`config.mk`:
```
export PLATFORM = sky130hd
export DESIGN_NAME = ieee_double_mbf_converter_core
export DESIGN_NICKNAME = d
export VERILOG_FILES = /design/src/hdl/mbf_pkg.sv /design/src/hdl/mbf_round.sv /design/src/hdl/mbf_pack.sv /design/src/hdl/ieee_double_mbf_converter_core.sv
export SDC_FILE = /design/constraint.sdc
export NUM_CORES = 1
export LEC_CHECK = 0
export BUFFER_PORTS_ARGS = -buffer_cell sky130_fd_sc_hd__buf_2
export CAP_MARGIN = 20
export CORE_MARGIN = 5
export CORE_UTILIZATION = 53
export CTS_CLUSTER_DIAMETER = 30
export DETAILED_ROUTE_END_ITERATION = 8
export GPL_TIMING_DRIVEN = 1
export HOLD_SLACK_MARGIN = 0.02
export PLACE_DENSITY = 0.75
export SYNTH_ARGS = -nofsm -noshare
export SYNTH_HDL_FRONTEND = slang
export SYNTH_SLANG_ARGS = --single-unit
```
`constraint.sdc`:
```
create_clock -name clk -period 2.8 [get_ports clk]
set_input_delay 0.14 -clock clk [delete_from_list [all_inputs] [get_ports clk]]
set_output_delay 0.14 -clock clk [all_outputs]
set_load 0.01 [all_outputs]
```
`src/hdl/mbf_pkg.sv`:
```
package mbf_pkg;

  typedef enum logic [1:0] {
    FUNC_PACK   = 2'd0,
    FUNC_UNPACK = 2'd1,
    FUNC_ROUND  = 2'd2,
    FUNC_RSVD   = 2'd3
  } func_t;

  typedef struct packed {
    logic [1:0]  func;
    logic [63:0] double_bits;
    logic [39:0] mbf_bits;
  } in_item_t;

  typedef struct packed {
    logic [39:0] mbf_out;
    logic [63:0] double_out;
    logic        in_range;
  } out_item_t;

  localparam logic [7:0]  MBF_EXP_MAX = 8'hFF;
  localparam logic [10:0] EXP_ADJ     = 11'd894;

  // mbf to binary64, exact
  function automatic logic [63:0] mbf_to_double(input logic [39:0] mb);
    logic [10:0] ex;
    begin
      ex = {3'b000, mb[39:32]} + EXP_ADJ;
      if (mb[39:32] == 8'h00) mbf_to_double = 64'd0;
      else mbf_to_double = {mb[31], ex, mb[30:0], 21'd0};
    end
  endfunction

  function automatic logic [39:0] mbf_saturate(input logic neg);
    mbf_saturate = {MBF_EXP_MAX, neg, 31'h7FFFFFFF};
  endfunction

endpackage

```
`src/hdl/mbf_round.sv`:
```
// stage 1: split fields, round significand, classify
module rnd_split_stage (
  input  logic             clk,
  input  logic             valid_i,
  input  mbf_pkg::in_item_t item_i,
  output logic             valid_o,
  output logic [1:0]       func_o,
  output logic             sign_o,
  output logic [10:0]      exp_o,
  output logic [32:0]      mant_o,
  output logic             special_o,
  output logic             spec_neg_o,
  output logic             zero_o,
  output logic [39:0]      mbf_o,
  input  logic             rst_n
);
  import mbf_pkg::*;

  logic        valid_r;
  logic [1:0]  func_r;
  logic        sign_r, special_r, spec_neg_r, zero_r;
  logic [10:0] exp_r;
  logic [32:0] mant_r;
  logic [39:0] mbf_r;
  logic [53:0] sum;

  // half-up rounding of the 53-bit significand at bit 21
  assign sum = {1'b0, 1'b1, item_i.double_bits[51:0]} + 54'(1 << 20);

  always_ff @(posedge clk) begin
    if (!rst_n) valid_r <= 1'b0;
    else valid_r <= valid_i;
    func_r     <= item_i.func;
    sign_r     <= item_i.double_bits[63];
    exp_r      <= item_i.double_bits[62:52];
    mant_r     <= sum[53:21];
    special_r  <= item_i.double_bits[62:52] == 11'h7FF;
    spec_neg_r <= item_i.double_bits[63] && item_i.double_bits[51:0] == 52'd0;
    zero_r     <= item_i.double_bits[62:52] == 11'h000;
    mbf_r      <= item_i.mbf_bits;
  end

  assign valid_o = valid_r;
  assign func_o = func_r;
  assign sign_o = sign_r;
  assign exp_o = exp_r;
  assign mant_o = mant_r;
  assign special_o = special_r;
  assign spec_neg_o = spec_neg_r;
  assign zero_o = zero_r;
  assign mbf_o = mbf_r;
endmodule

```
`src/hdl/mbf_pack.sv`:
```
// stage 2: exponent rebias, carry-out, range checks
module rebias_stage (
  input  logic        clk,
  input  logic        rst_n,
  input  logic        valid_i,
  input  logic [1:0]  func_i,
  input  logic        sign_i,
  input  logic [10:0] exp_i,
  input  logic [32:0] mant_i,
  input  logic        special_i,
  input  logic        spec_neg_i,
  input  logic        zero_i,
  input  logic [39:0] mbf_i,
  output logic        valid_o,
  output logic [1:0]  func_o,
  output logic [39:0] packed_o,
  output logic        ok_o,
  output logic [39:0] mbf_o
);
  import mbf_pkg::*;

  logic        valid_r, ok_r, ok_nxt;
  logic [1:0]  func_r;
  logic [39:0] packed_r, packed_nxt, mbf_r;
  logic [12:0] xe;

  // xe = e - 894 (+1 on carry-out), kept signed in 13 bits
  always_comb begin
    xe = {2'b00, exp_i} - 13'd894 + {12'd0, mant_i[32]};
    ok_nxt = 1'b1;
    if (special_i) begin
      ok_nxt = 1'b0;
      packed_nxt = mbf_saturate(spec_neg_i);
    end else if (zero_i) begin
      packed_nxt = 40'd0;
    end else if (!xe[12] && xe > 13'd255) begin
      ok_nxt = 1'b0;
      packed_nxt = mbf_saturate(sign_i);
    end else if (xe[12] || xe == 13'd0) begin
      packed_nxt = 40'd0;
    end else begin
      // on carry-out the low 31 bits are zero either way
      packed_nxt = {xe[7:0], sign_i, mant_i[32] ? 31'd0 : mant_i[30:0]};
    end
  end

  always_ff @(posedge clk) begin
    if (!rst_n) valid_r <= 1'b0;
    else valid_r <= valid_i;
    func_r   <= func_i;
    packed_r <= packed_nxt;
    ok_r     <= ok_nxt;
    mbf_r    <= mbf_i;
  end

  assign valid_o = valid_r;
  assign func_o = func_r;
  assign packed_o = packed_r;
  assign ok_o = ok_r;
  assign mbf_o = mbf_r;
endmodule

```
`src/hdl/ieee_double_mbf_converter_core.sv`:
```
// Converts binary64 and 40-bit MBF values. One item is taken every cycle
// (busy is always low); each result appears on out_* with out_valid high
// after the three register stages of round, pack and output select. The
// receiver cannot stall, so every result must be taken in the cycle it is
// shown.
module ieee_double_mbf_converter_core (
  input  logic              clk,
  input  logic              rst_n,
  input  logic              start,
  output logic              busy,
  input  mbf_pkg::in_item_t  in_item,
  output logic              out_valid,
  output mbf_pkg::out_item_t out_item
);
  import mbf_pkg::*;

  logic        v1, v2, sign1, spec1, specn1, zero1, ok2;
  logic [1:0]  func1, func2;
  logic [10:0] exp1;
  logic [32:0] mant1;
  logic [39:0] mbf1, mbf2, pk2;
  logic        out_valid_r;
  out_item_t   out_r, out_nxt;

  assign busy = 1'b0;

  rnd_split_stage u_round (
    .clk(clk), .valid_i(start), .item_i(in_item), .valid_o(v1), .func_o(func1),
    .sign_o(sign1), .exp_o(exp1), .mant_o(mant1), .special_o(spec1),
    .spec_neg_o(specn1), .zero_o(zero1), .mbf_o(mbf1), .rst_n(rst_n)
  );

  rebias_stage u_pack (
    .clk(clk), .rst_n(rst_n), .valid_i(v1), .func_i(func1), .sign_i(sign1),
    .exp_i(exp1), .mant_i(mant1), .special_i(spec1), .spec_neg_i(specn1),
    .zero_i(zero1), .mbf_i(mbf1), .valid_o(v2), .func_o(func2),
    .packed_o(pk2), .ok_o(ok2), .mbf_o(mbf2)
  );

  // output select per function
  always_comb begin
    out_nxt = '0;
    out_nxt.in_range = 1'b1;
    case (func_t'(func2))
      FUNC_PACK: begin
        out_nxt.mbf_out = pk2;
        out_nxt.in_range = ok2;
      end
      FUNC_UNPACK: out_nxt.double_out = mbf_to_double(mbf2);
      FUNC_ROUND: begin
        out_nxt.mbf_out = pk2;
        out_nxt.double_out = mbf_to_double(pk2);
        out_nxt.in_range = ok2;
      end
      default: ;
    endcase
  end

  always_ff @(posedge clk) begin
    if (!rst_n) out_valid_r <= 1'b0;
    else out_valid_r <= v2;
    out_r <= out_nxt;
  end

  assign out_valid = out_valid_r;
  assign out_item = out_r;

  // a transfer appears after the round, pack and output registers
  a_latency: assert property (@(posedge clk) disable iff (!rst_n)
    ##3 (out_valid == $past(start, 3))) else $error("latency broken");
  // unpack never flags out of range
  a_unpack_ok: assert property (@(posedge clk) disable iff (!rst_n)
    (v2 && func2 == FUNC_UNPACK) |=> out_item.in_range) else $error("unpack range");
  // saturation always carries the max exponent
  a_sat: assert property (@(posedge clk) disable iff (!rst_n)
    (out_valid && !out_item.in_range) |-> out_item.mbf_out[39:32] == MBF_EXP_MAX)
    else $error("saturation exponent");
endmodule
```
* Word level (Yosys, flattened, before mapping)
Cells that the tools add are included.
** Storage, ports and cells
- Input bits :: 109
- Flip-flop bits (word level) :: 281
- Output and inout port bits :: 107
** Cells by class
- $add $sub $neg :: 5
- Reductions and logical operators :: 11
- Equal/unequal tests :: 3
- Multiplexer cells :: 10
- Magnitude comparators :: 1
** Operators with widths (number)
- 64-bit two-way mux :: 2
- 64-bit one-hot mux with 2 select lines :: 1
- 40-bit two-way mux :: 3
- 53-bit by 21-bit adder with 54-bit output (second input constant) :: 1
- 52-bit logical NOT :: 1
- 32-bit two-way mux :: 1
- 31-bit two-way mux :: 1
- 8-bit by 10-bit adder with 11-bit output (second input constant) :: 2
- 8-bit logical NOT :: 2
- 13-bit by 1-bit adder with 13-bit output :: 1
- 13-bit by 8-bit greater-than comparator with 1-bit output (second input constant) :: 1
- 13-bit logical NOT :: 1
- 11-bit by 10-bit subtractor with 12-bit output (second input constant) :: 1
- 11-bit equality test (second input constant) :: 1
- 11-bit logical NOT :: 1
- 2-bit by 1-bit equality test with 1-bit output (second input constant) :: 1
- 2-bit equality test (second input constant) :: 1
- 1-bit logical AND :: 2
- 2-bit logical NOT :: 1
- 1-bit two-way mux :: 2
- 2-bit OR reduction :: 1
- 1-bit logical NOT :: 1
- 1-bit logical OR :: 1

* Longest topological paths before layout
Gate-level depths: netlist of run 1.
- Word-level depth :: 8
- Mapped depth :: 10

* Modules after synthesis
Synthesis of run 1 repeated with hierarchy kept, for this count alone.
** Second synthesis, totals
- Cells, all modules :: 758
- Area, all modules :: 8643.3 µm²
** Modules (own cells, without submodules)
- ieee_double_mbf_converter_core :: instances 1, cells each 301, area each 3128.0 µm², sequential area each 1701.6 µm²
- rebias_stage :: instances 1, cells each 239, area each 2786.4 µm², sequential area each 1681.6 µm²
- rnd_split_stage :: instances 1, cells each 218, area each 2728.9 µm², sequential area each 1821.7 µm²

* Least setup slack after synthesis of run 1
Ideal clock, no wire load.
- Kind :: flip-flop to flip-flop
- Start point :: register u_round.exp_r[1], in the netlist u_round.exp_o[1]
- End point :: register u_pack.packed_r[10], in the netlist u_pack.packed_o[10]
- Data arrival time :: 2180 ps
- Data required time :: 2661 ps
- Setup slack :: 481 ps
- Path buffers :: 2
- Stages on the path, launching flop included :: 10
- Path through :: dfxtp_1 > ha_1 > buf_4 > xnor2_2 > or3_1 > a21oi_1 > a21oi_1 > a2111oi_4 > buf_6 > o41ai_2
** Between the ends
- Cells in the longest elaborated chain, start to end :: 7
** Ends and longest elaborated chain
- start, declared :: RTL line mbf_round.sv:22 : logic [10:0] exp_r;
- start signal, assigned :: RTL line mbf_round.sv:35 : exp_r <= item_i.double_bits[62:52];
- 11-bit by 10-bit subtractor with 12-bit output (*) :: RTL line mbf_pack.sv:29 : xe = {2'b00, exp_i} - 13'd894 + {12'd0, mant_i[32]};
- 13-bit by 1-bit adder with 13-bit output (*) :: RTL line mbf_pack.sv:29
- parallel branches: the longest is 3 deep, another holds 13-bit by 8-bit greater-than comparator with 1-bit output
- 40-bit two-way mux (*) :: RTL line mbf_pack.sv:36 : end else if (!xe[12] && xe > 13'd255) begin
- 40-bit two-way mux (*) :: RTL line mbf_pack.sv:34 : end else if (zero_i) begin
- end signal, assigned :: RTL line mbf_pack.sv:51 : packed_r <= packed_nxt;
- end, declared :: RTL line mbf_pack.sv:24 : logic [39:0] packed_r, packed_nxt, mbf_r;
Mark *: on every way between the ends.
A chain may end at the register's enable or synchronous reset.

* Worst setup path after layout of run 1
- Start point :: register u_round.exp_r[2], in the netlist u_round.exp_o[2]
- End point :: register u_pack.packed_r[21], in the netlist u_pack.packed_o[21]
Same word-level chain as after synthesis.

==> results.json, run 1 <==
{
  "core_area_um2": 16500,
  "rrSetupSlack_ps": 220,
  "ir_drop_uv": 685,
  "fin_skew_ps": 15.7,
  "period_share_pct": 92.0,
  "wl_per_cell_um": 16.6,
  "intPower_mw": 7.96,
  "synth_top_area_share_pct": 58.3,
  "p_per_area_nw_per_um2": 824,
  "cp.required_ps": 3200,
  "gp_congestion": 0.828,
  "drive_gt1_share_pct": 29.9,
  "tightest_slew_ps": 703,
  "drc": 0,
  "grt_pass1_vias": 6910,
  "dp_slack_ps": 91.2,
  "antenna_found_initial": 0,
  "synth.distinct_cells": 71,
  "grt_overflow": 0,
  "finalCriticalPeriod_ps": 2580,
  "htreeDepth": 2,
  "rsz0062_at_grt": "no",
  "p_sw_mw": 2.36,
  "clock_path_buffers": 3,
  "die_x_um": 140,
  "detail-route-antenna-nets": 0,
  "rr_startpoint": "u_round.exp_o[2]",
  "ctsRootBufferMaster": "clkbuf_16",
  "hold_slack_ps": 267,
  "avgViaCountPerCell": 4.91,
  "clk_latency_ps": 510,
  "post_synth.cell_area_avg_um2": 11.7,
  "finalPower_mw": 10.3,
  "switching_share_pct": 22.9,
  "die_area_um2": 19500,
  "p_leak_nw": 5.57,
  "drtPass1Iterations": 4,
  "grt_max_degree": 34,
  "ys_async_sr_fraction_pct": 0,
  "synth_area_leaders": "dfxtp_1 (58%), o41ai_2 (5.7%), nor2b_1 (5.2%)",
  "drv_slew": 0,
  "worstHoldPathCells": 2,
  "clockPowerShare_pct": 52.5,
  "clkSlewWorstSetupHoldPaths_ps": 60,
  "cp-end-kind": "register",
  "clock_sinks": 259,
  "layout_common_cells": "dfxtp_1 (258), buf_2 (193), dlygate4sd3_1 (109), nor2b_1 (74)",
  "grt_usage_pct": 22.5,
  "layout_commonest_cell": "dfxtp_1",
  "dr.first_iter.drc_count": 330,
  "ys_warn_count": 0,
  "yosys.area.top_type": "dfxtp_1",
  "pwr-share-comb_pct": 8.0,
  "rr_endpoint": "u_pack.packed_o[21]",
  "grt_pass1_wl_um": 35600,
  "hp-class": "input port to register",
  "synthCells": 763,
  "initial_core_util_pct": 53.9,
  "routed_wl_um": 22100,
  "syn2layout_area_growth_pct": 40.7,
  "placed_area_um2": 9880,
  "whs_endpoint": "u_round.mbf_o[0]",
  "rows": 47,
  "finalHoldViolCount": 0,
  "num_vias": 6550,
  "hold_start": "in_item[0]",
  "crit_path_start_kind": "register",
  "path_class": "register to register",
  "fmax_ghz": 0.388,
  "synth_flop_cell": "dfxtp_1",
  "drv_cap": 0,
  "worstPathArrival_ps": 2970,
  "cp_max_fo": 32,
  "cts_tree": "done",
  "p_seq_share_pct": 39.5,
  "synth-edff-count": 0,
  "finalSetupViolCount": 0,
  "finalWorstSetupSlack_ps": 223,
  "pin_count": 216,
  "tns_ps": 0,
  "cts_buffers": 42,
  "die_h_um": 140,
  "synth_seq_cells": 259,
  "port_buffers": 193,
  "rr_worst_depth": 9,
  "fillers": 1062,
  "slew_headroom_pct": 53.1,
  "outcome": "complete, no violations",
  "yosysSeqAreaShare_pct": 58.3,
  "synth_area_um2": 8900,
  "nNetsFinal": 1199,
  "dp_hpwl_um": 13300,
  "final_area_um2": 12500
}
==> power groups by stage <==
stage          clock network [mW]  logic, mW  registers [mW]
6_report                     5.42      0.825            4.07
5_1_grt                      5.71      0.899            4.09
4_1_cts                      5.50      0.812            4.07
3_5_place_dp                    0      0.686            4.14
3_3_place_gp                    0      0.679            4.14
2_1_floorplan                   0      0.408            4.14
==> kinds of logic (layout without fill, tap and decap cells) <==
logic type | after synthesis | after routing | share of synthesized area, %
other | 1 | 23 | 0.0421
adders and majority gates | 11 | 11 | 1.55
AOI/OAI and AO/OA | 125 | 125 | 13.9
and+or+nand+nor | 213 | 213 | 14.2
xor gates and xnor gates | 48 | 48 | 5.10
DFF | 259 | 259 | 58.3
buffers and inverters | 106 | 434 | 6.90
==> stage by stage <==
stage	instances	util [%]
2_1_floorplan	784	-
3_3_place_gp	1146	59.8
3_5_place_dp	1146	59.8
4_1_cts	1332	75.7
5_1_grt	1332	75.8
6_report	1333	75.8
==> synthesized netlist by cell type (all sizes together) (7+ instances only) <==
library cell	instances
a21oi	14
nor4	15
o22ai	7
clkbuf	18
o41ai	32
and2	17
ha	11
nand3	19
o21ai	8
buf	40
a22oi	34
nand2	25
nor2b	74
nand2b	8
dfxtp	259
nand4	10
inv	45
xnor2	36
xor2	12
and3	8
nor2	14
==> area by class of cell <==
class                           instances  area (um2)  share of cell area [%]
Sequential cell                       259        5190                    41.4
Tap cell                              220         275                    2.20
Inverter                               45         169                    1.35
Clock inverter                         29         380                    3.04
Antenna cell                            1        2.50                  0.0200
Clock buffer                           48        1160                    9.24
Multi-Input combinational cell        419        3200                    25.5
Timing Repair Buffer                  312        2160                    17.2
==> per-layer routing <==
metal / global-route usage [%] / part of all wire, % / wire length [um]
met5: 0 / 0 / 0
met3: 5.35 / 6.3 / 1400
met4: 8.47 / 2.7 / 591
met2: 38.3 / 49 / 10900
met1: 27.7 / 42 / 9260
==> sequential cells by signal (all words and copies together) (netlist names), 2 cells and up <==
register,count
u_pack.mbf_o,40
u_round.mant_o,32
u_round.mbf_o,40
u_pack.packed_o,40
u_round.func_o,2
out_item,84
u_pack.func_o,2
u_round.exp_o,11
==> what timing repair did <==
action / CTS / global route
endpoints found under the setup margin: 0 / 33
setup buffers: 0 / 0
hold buffers: 109 / 0
resized for setup: 0 / 2
hold endpoints to repair: 92 / 0
==> how the worst max path moves through the flow <==
| stage | from | endpoint | slack [ps] | cells past startpoint |
|---|---|---|---|---|
| after floorplan | u_round.exp_o[1] | u_pack.packed_o[10] | 480 | 9 |
| after global placement | u_round.exp_o[2] | u_pack.packed_o[0] | 150 | 7 |
| after global routing | u_round.exp_o[1] | u_pack.packed_o[21] | 30 | 10 |
| final | u_round.exp_o[2] | u_pack.packed_o[21] | 220 | 9 |
| after CTS | u_round.exp_o[2] | u_pack.packed_o[21] | 20 | 7 |
| after detailed placement | u_round.exp_o[2] | u_pack.packed_o[0] | 90 | 7 |
==> worst max-delay path: stages, from the launching register on <==
cell	delay, ps
dfxtp_1	420
ha_2	350
and3b_1	210
o221ai_2	120
a21oi_2	300
o2111ai_1	240
a21oi_2	410
a21oi_4	110
buf_12	200
o41ai_2	80
Note: power is estimated with default switching activity, not from simulation.
==> run 2, diff against run 1 <==
--- a/config.mk
+++ b/config.mk
@@ -8,12 +8,12 @@
 export BUFFER_PORTS_ARGS = -buffer_cell sky130_fd_sc_hd__buf_2
 export CAP_MARGIN = 20
 export CORE_MARGIN = 5
-export CORE_UTILIZATION = 53
+export CORE_UTILIZATION = 57
 export CTS_CLUSTER_DIAMETER = 30
 export DETAILED_ROUTE_END_ITERATION = 8
 export GPL_TIMING_DRIVEN = 1
 export HOLD_SLACK_MARGIN = 0.02
-export PLACE_DENSITY = 0.75
+export PLACE_DENSITY = 0.8
 export SYNTH_ARGS = -nofsm -noshare
 export SYNTH_HDL_FRONTEND = slang
 export SYNTH_SLANG_ARGS = --single-unit
==> constraint.sdc (replaced) <==
create_clock -name clk -period 3.32 [get_ports clk]
set_input_delay 0.166 -clock clk [delete_from_list [all_inputs] [get_ports clk]]
set_output_delay 0.166 -clock clk [all_outputs]
set_load 0.05 [all_outputs]
==> results.json, run 2 (same netlist as run 1, synthesis figures left out) <==
{
  "rrSetupSlack_ps": 260,
  "p_seq_share_pct": 40.9,
  "clock_path_buffers": 3,
  "initial_core_util_pct": 58.3,
  "gp_congestion": 0.854,
  "finalHoldViolCount": 0,
  "wl_met3_um": 1640,
  "drtPass1Iterations": 5,
  "num_vias": 6746,
  "placed_area_um2": 9840,
  "p_sw_mw": 2.21,
  "die_h_um": 135,
  "pwr-share-comb_pct": 11.7,
  "slew_headroom_pct": 26.8,
  "rows": 45,
  "crit_start": "u_round.exp_o[2]",
  "clockPowerShare_pct": 47.4,
  "grt_max_degree": 42,
  "die_area_um2": 18200,
  "rsz0062_at_grt": "no",
  "outcome": "complete, no violations",
  "ctsRootBufferMaster": "clkbuf_16",
  "top_layer": "met4",
  "die_x_um": 135,
  "finalSetupViolCount": 0,
  "nNetsFinal": 1188,
  "core_area_um2": 15300,
  "clk_latency_ps": 510,
  "switching_share_pct": 26.3,
  "antenna_found_initial": 1,
  "drive_gt1_share_pct": 29.3,
  "cp-end-kind": "register",
  "grt_overflow": 0,
  "rr_worst_depth": 9,
  "wl_met1_um": 9340,
  "wl_per_cell_um": 17.9,
  "drc": 0,
  "hp-class": "input port to register",
  "clock_sinks": 259,
  "path_class": "register to register",
  "cts_tree": "done",
  "period_share_pct": 92.3,
  "p_per_area_nw_per_um2": 690,
  "route.met2.wl_um": 11600,
  "cp_max_fo": 17,
  "tightest_slew_ps": 1090,
  "detail-route-antenna-nets": 0,
  "syn2layout_area_growth_pct": 36.9,
  "rr_startpoint": "u_round.exp_o[2]",
  "avgViaCountPerCell": 5.17,
  "dr.first_iter.drc_count": 395,
  "cpPeakStageDelay_ps": 670,
  "htreeDepth": 2,
  "fin_skew_ps": 12.8,
  "place_inst": 1134,
  "drv_slew": 0,
  "crit_path_start_kind": "register",
  "drv_cap": 0,
  "grt_usage_pct": 25.6,
  "final_util_pct": 79.8,
  "layout_commonest_cell": "dfxtp_1",
  "dp_hpwl_um": 13400,
  "grt_pass1_vias": 7122,
  "tns_ps": 0,
  "p_leak_nw": 5.42,
  "final_area_um2": 12200,
  "crit_end": "u_pack.packed_o[23]",
  "largest_reg_flops": 84,
  "cp.required_ps": 3670,
  "worstPathArrival_ps": 3410,
  "critical-path-slowest-cell": "a21oi_4",
  "layout_common_cells": "dfxtp_1 (258), buf_2 (193), dlygate4sd3_1 (103), nor2b_1 (74), inv_1 (45)",
  "finalCriticalPeriod_ps": 3060,
  "pin_count": 216,
  "port_buffers": 193,
  "postCtsSetupBuffers": 0,
  "cts_buffers": 40,
  "intPower_mw": 6.20,
  "path_cells": "ha_1 -> xnor2_2 -> nand2b_1 -> a21oi_2 -> and4_1 -> a31oi_4 -> a21oi_4 -> buf_16 -> o41ai_2",
  "grt_pass1_wl_um": 37100,
  "rr_endpoint": "u_pack.packed_o[23]",
  "routed_wl_um": 23400,
  "fin_cells": 1306,
  "clkSlewWorstSetupHoldPaths_ps": 50,
  "fmax_ghz": 0.326,
  "ir_drop_uv": 542
}
==> run 2: changes by cell type in the layout (fill, tap and decap cells not counted), sizes merged <==
cell,previous run,this run
inv,55,52
clkinv,11,8
clkinvlp,2,5
clkbuf,48,46
bufinv,6,2
dlygate4sd3,109,103
buf,203,200
==> run 2: metal layers <==
metal | vias to the layer above | track usage (%)
met3 | 68 | 5.85
met2 | 322 | 44.0
met4 | 0 | 11.0
met5 | - | 0
met1 | 3149 | 31.0
li1 | 3207 | -
==> run 2: critical path, delay by kind of cell (launching register included) <==
family                   cells  cell delay (ps)
AND/OR/NAND/NOR              2              500
adder cells (fa/ha/maj)      1              450
buffers and inverters        1              240
flip-flops                   1              420
AO/OA/AOI/OAI                4             1120
XOR/XNOR                     1              180
==> run 2: per-stage QoR <==
| stage | worst slack (ps) | power, mW | hold slack [ps] |
|---|---|---|---|
| 6_report | 257 | 8.41 | 298 |
| 5_1_grt | 76.8 | 8.70 | 292 |
| 4_1_cts | 326 | 8.42 | 279 |
| 3_5_place_dp | 326 | 4.36 | 270 |
| 3_3_place_gp | 165 | 4.34 | 268 |
| 2_1_floorplan | 1000 | 4.13 | 194 |
==> run 2: layout make-up <==
class	instances	area (um2)
fill	932	3080
clock inverter	22	220
clock buffer	46	1080
timing repair buffer	303	2070
antenna	1	2.50
inverter	45	169
tap	211	264
sequential	259	5190
multi-input combinational	419	3190
==> run 2: power by group through the flow <==
stage	clock, mW	sequential (mW)	combinational [mW]
final	3.99	3.44	0.986
after global routing	4.20	3.46	1.04
after detailed placement	0	3.49	0.868
after global placement	0	3.49	0.852
after CTS	4.02	3.43	0.968
after floorplan	0	3.74	0.388
==> run 2: repair_timing <==
action,4_1_cts,5_1_grt
resized for setup,0,0
hold buffers,103,0
endpoints found under the hold margin,92,0
==> run 2: worst min path at each step <==
stage,startpoint,endpoint,slack [ps],cells after the start
after floorplan,in_item[92],u_round.exp_o[0],190,0
after CTS,in_item[12],u_round.mbf_o[12],280,2
after global routing,in_item[19],u_round.mbf_o[19],290,2
after global placement,in_item[6],u_round.mbf_o[6],270,1
final,in_item[33],u_round.mbf_o[33],300,2
after detailed placement,in_item[6],u_round.mbf_o[6],270,1
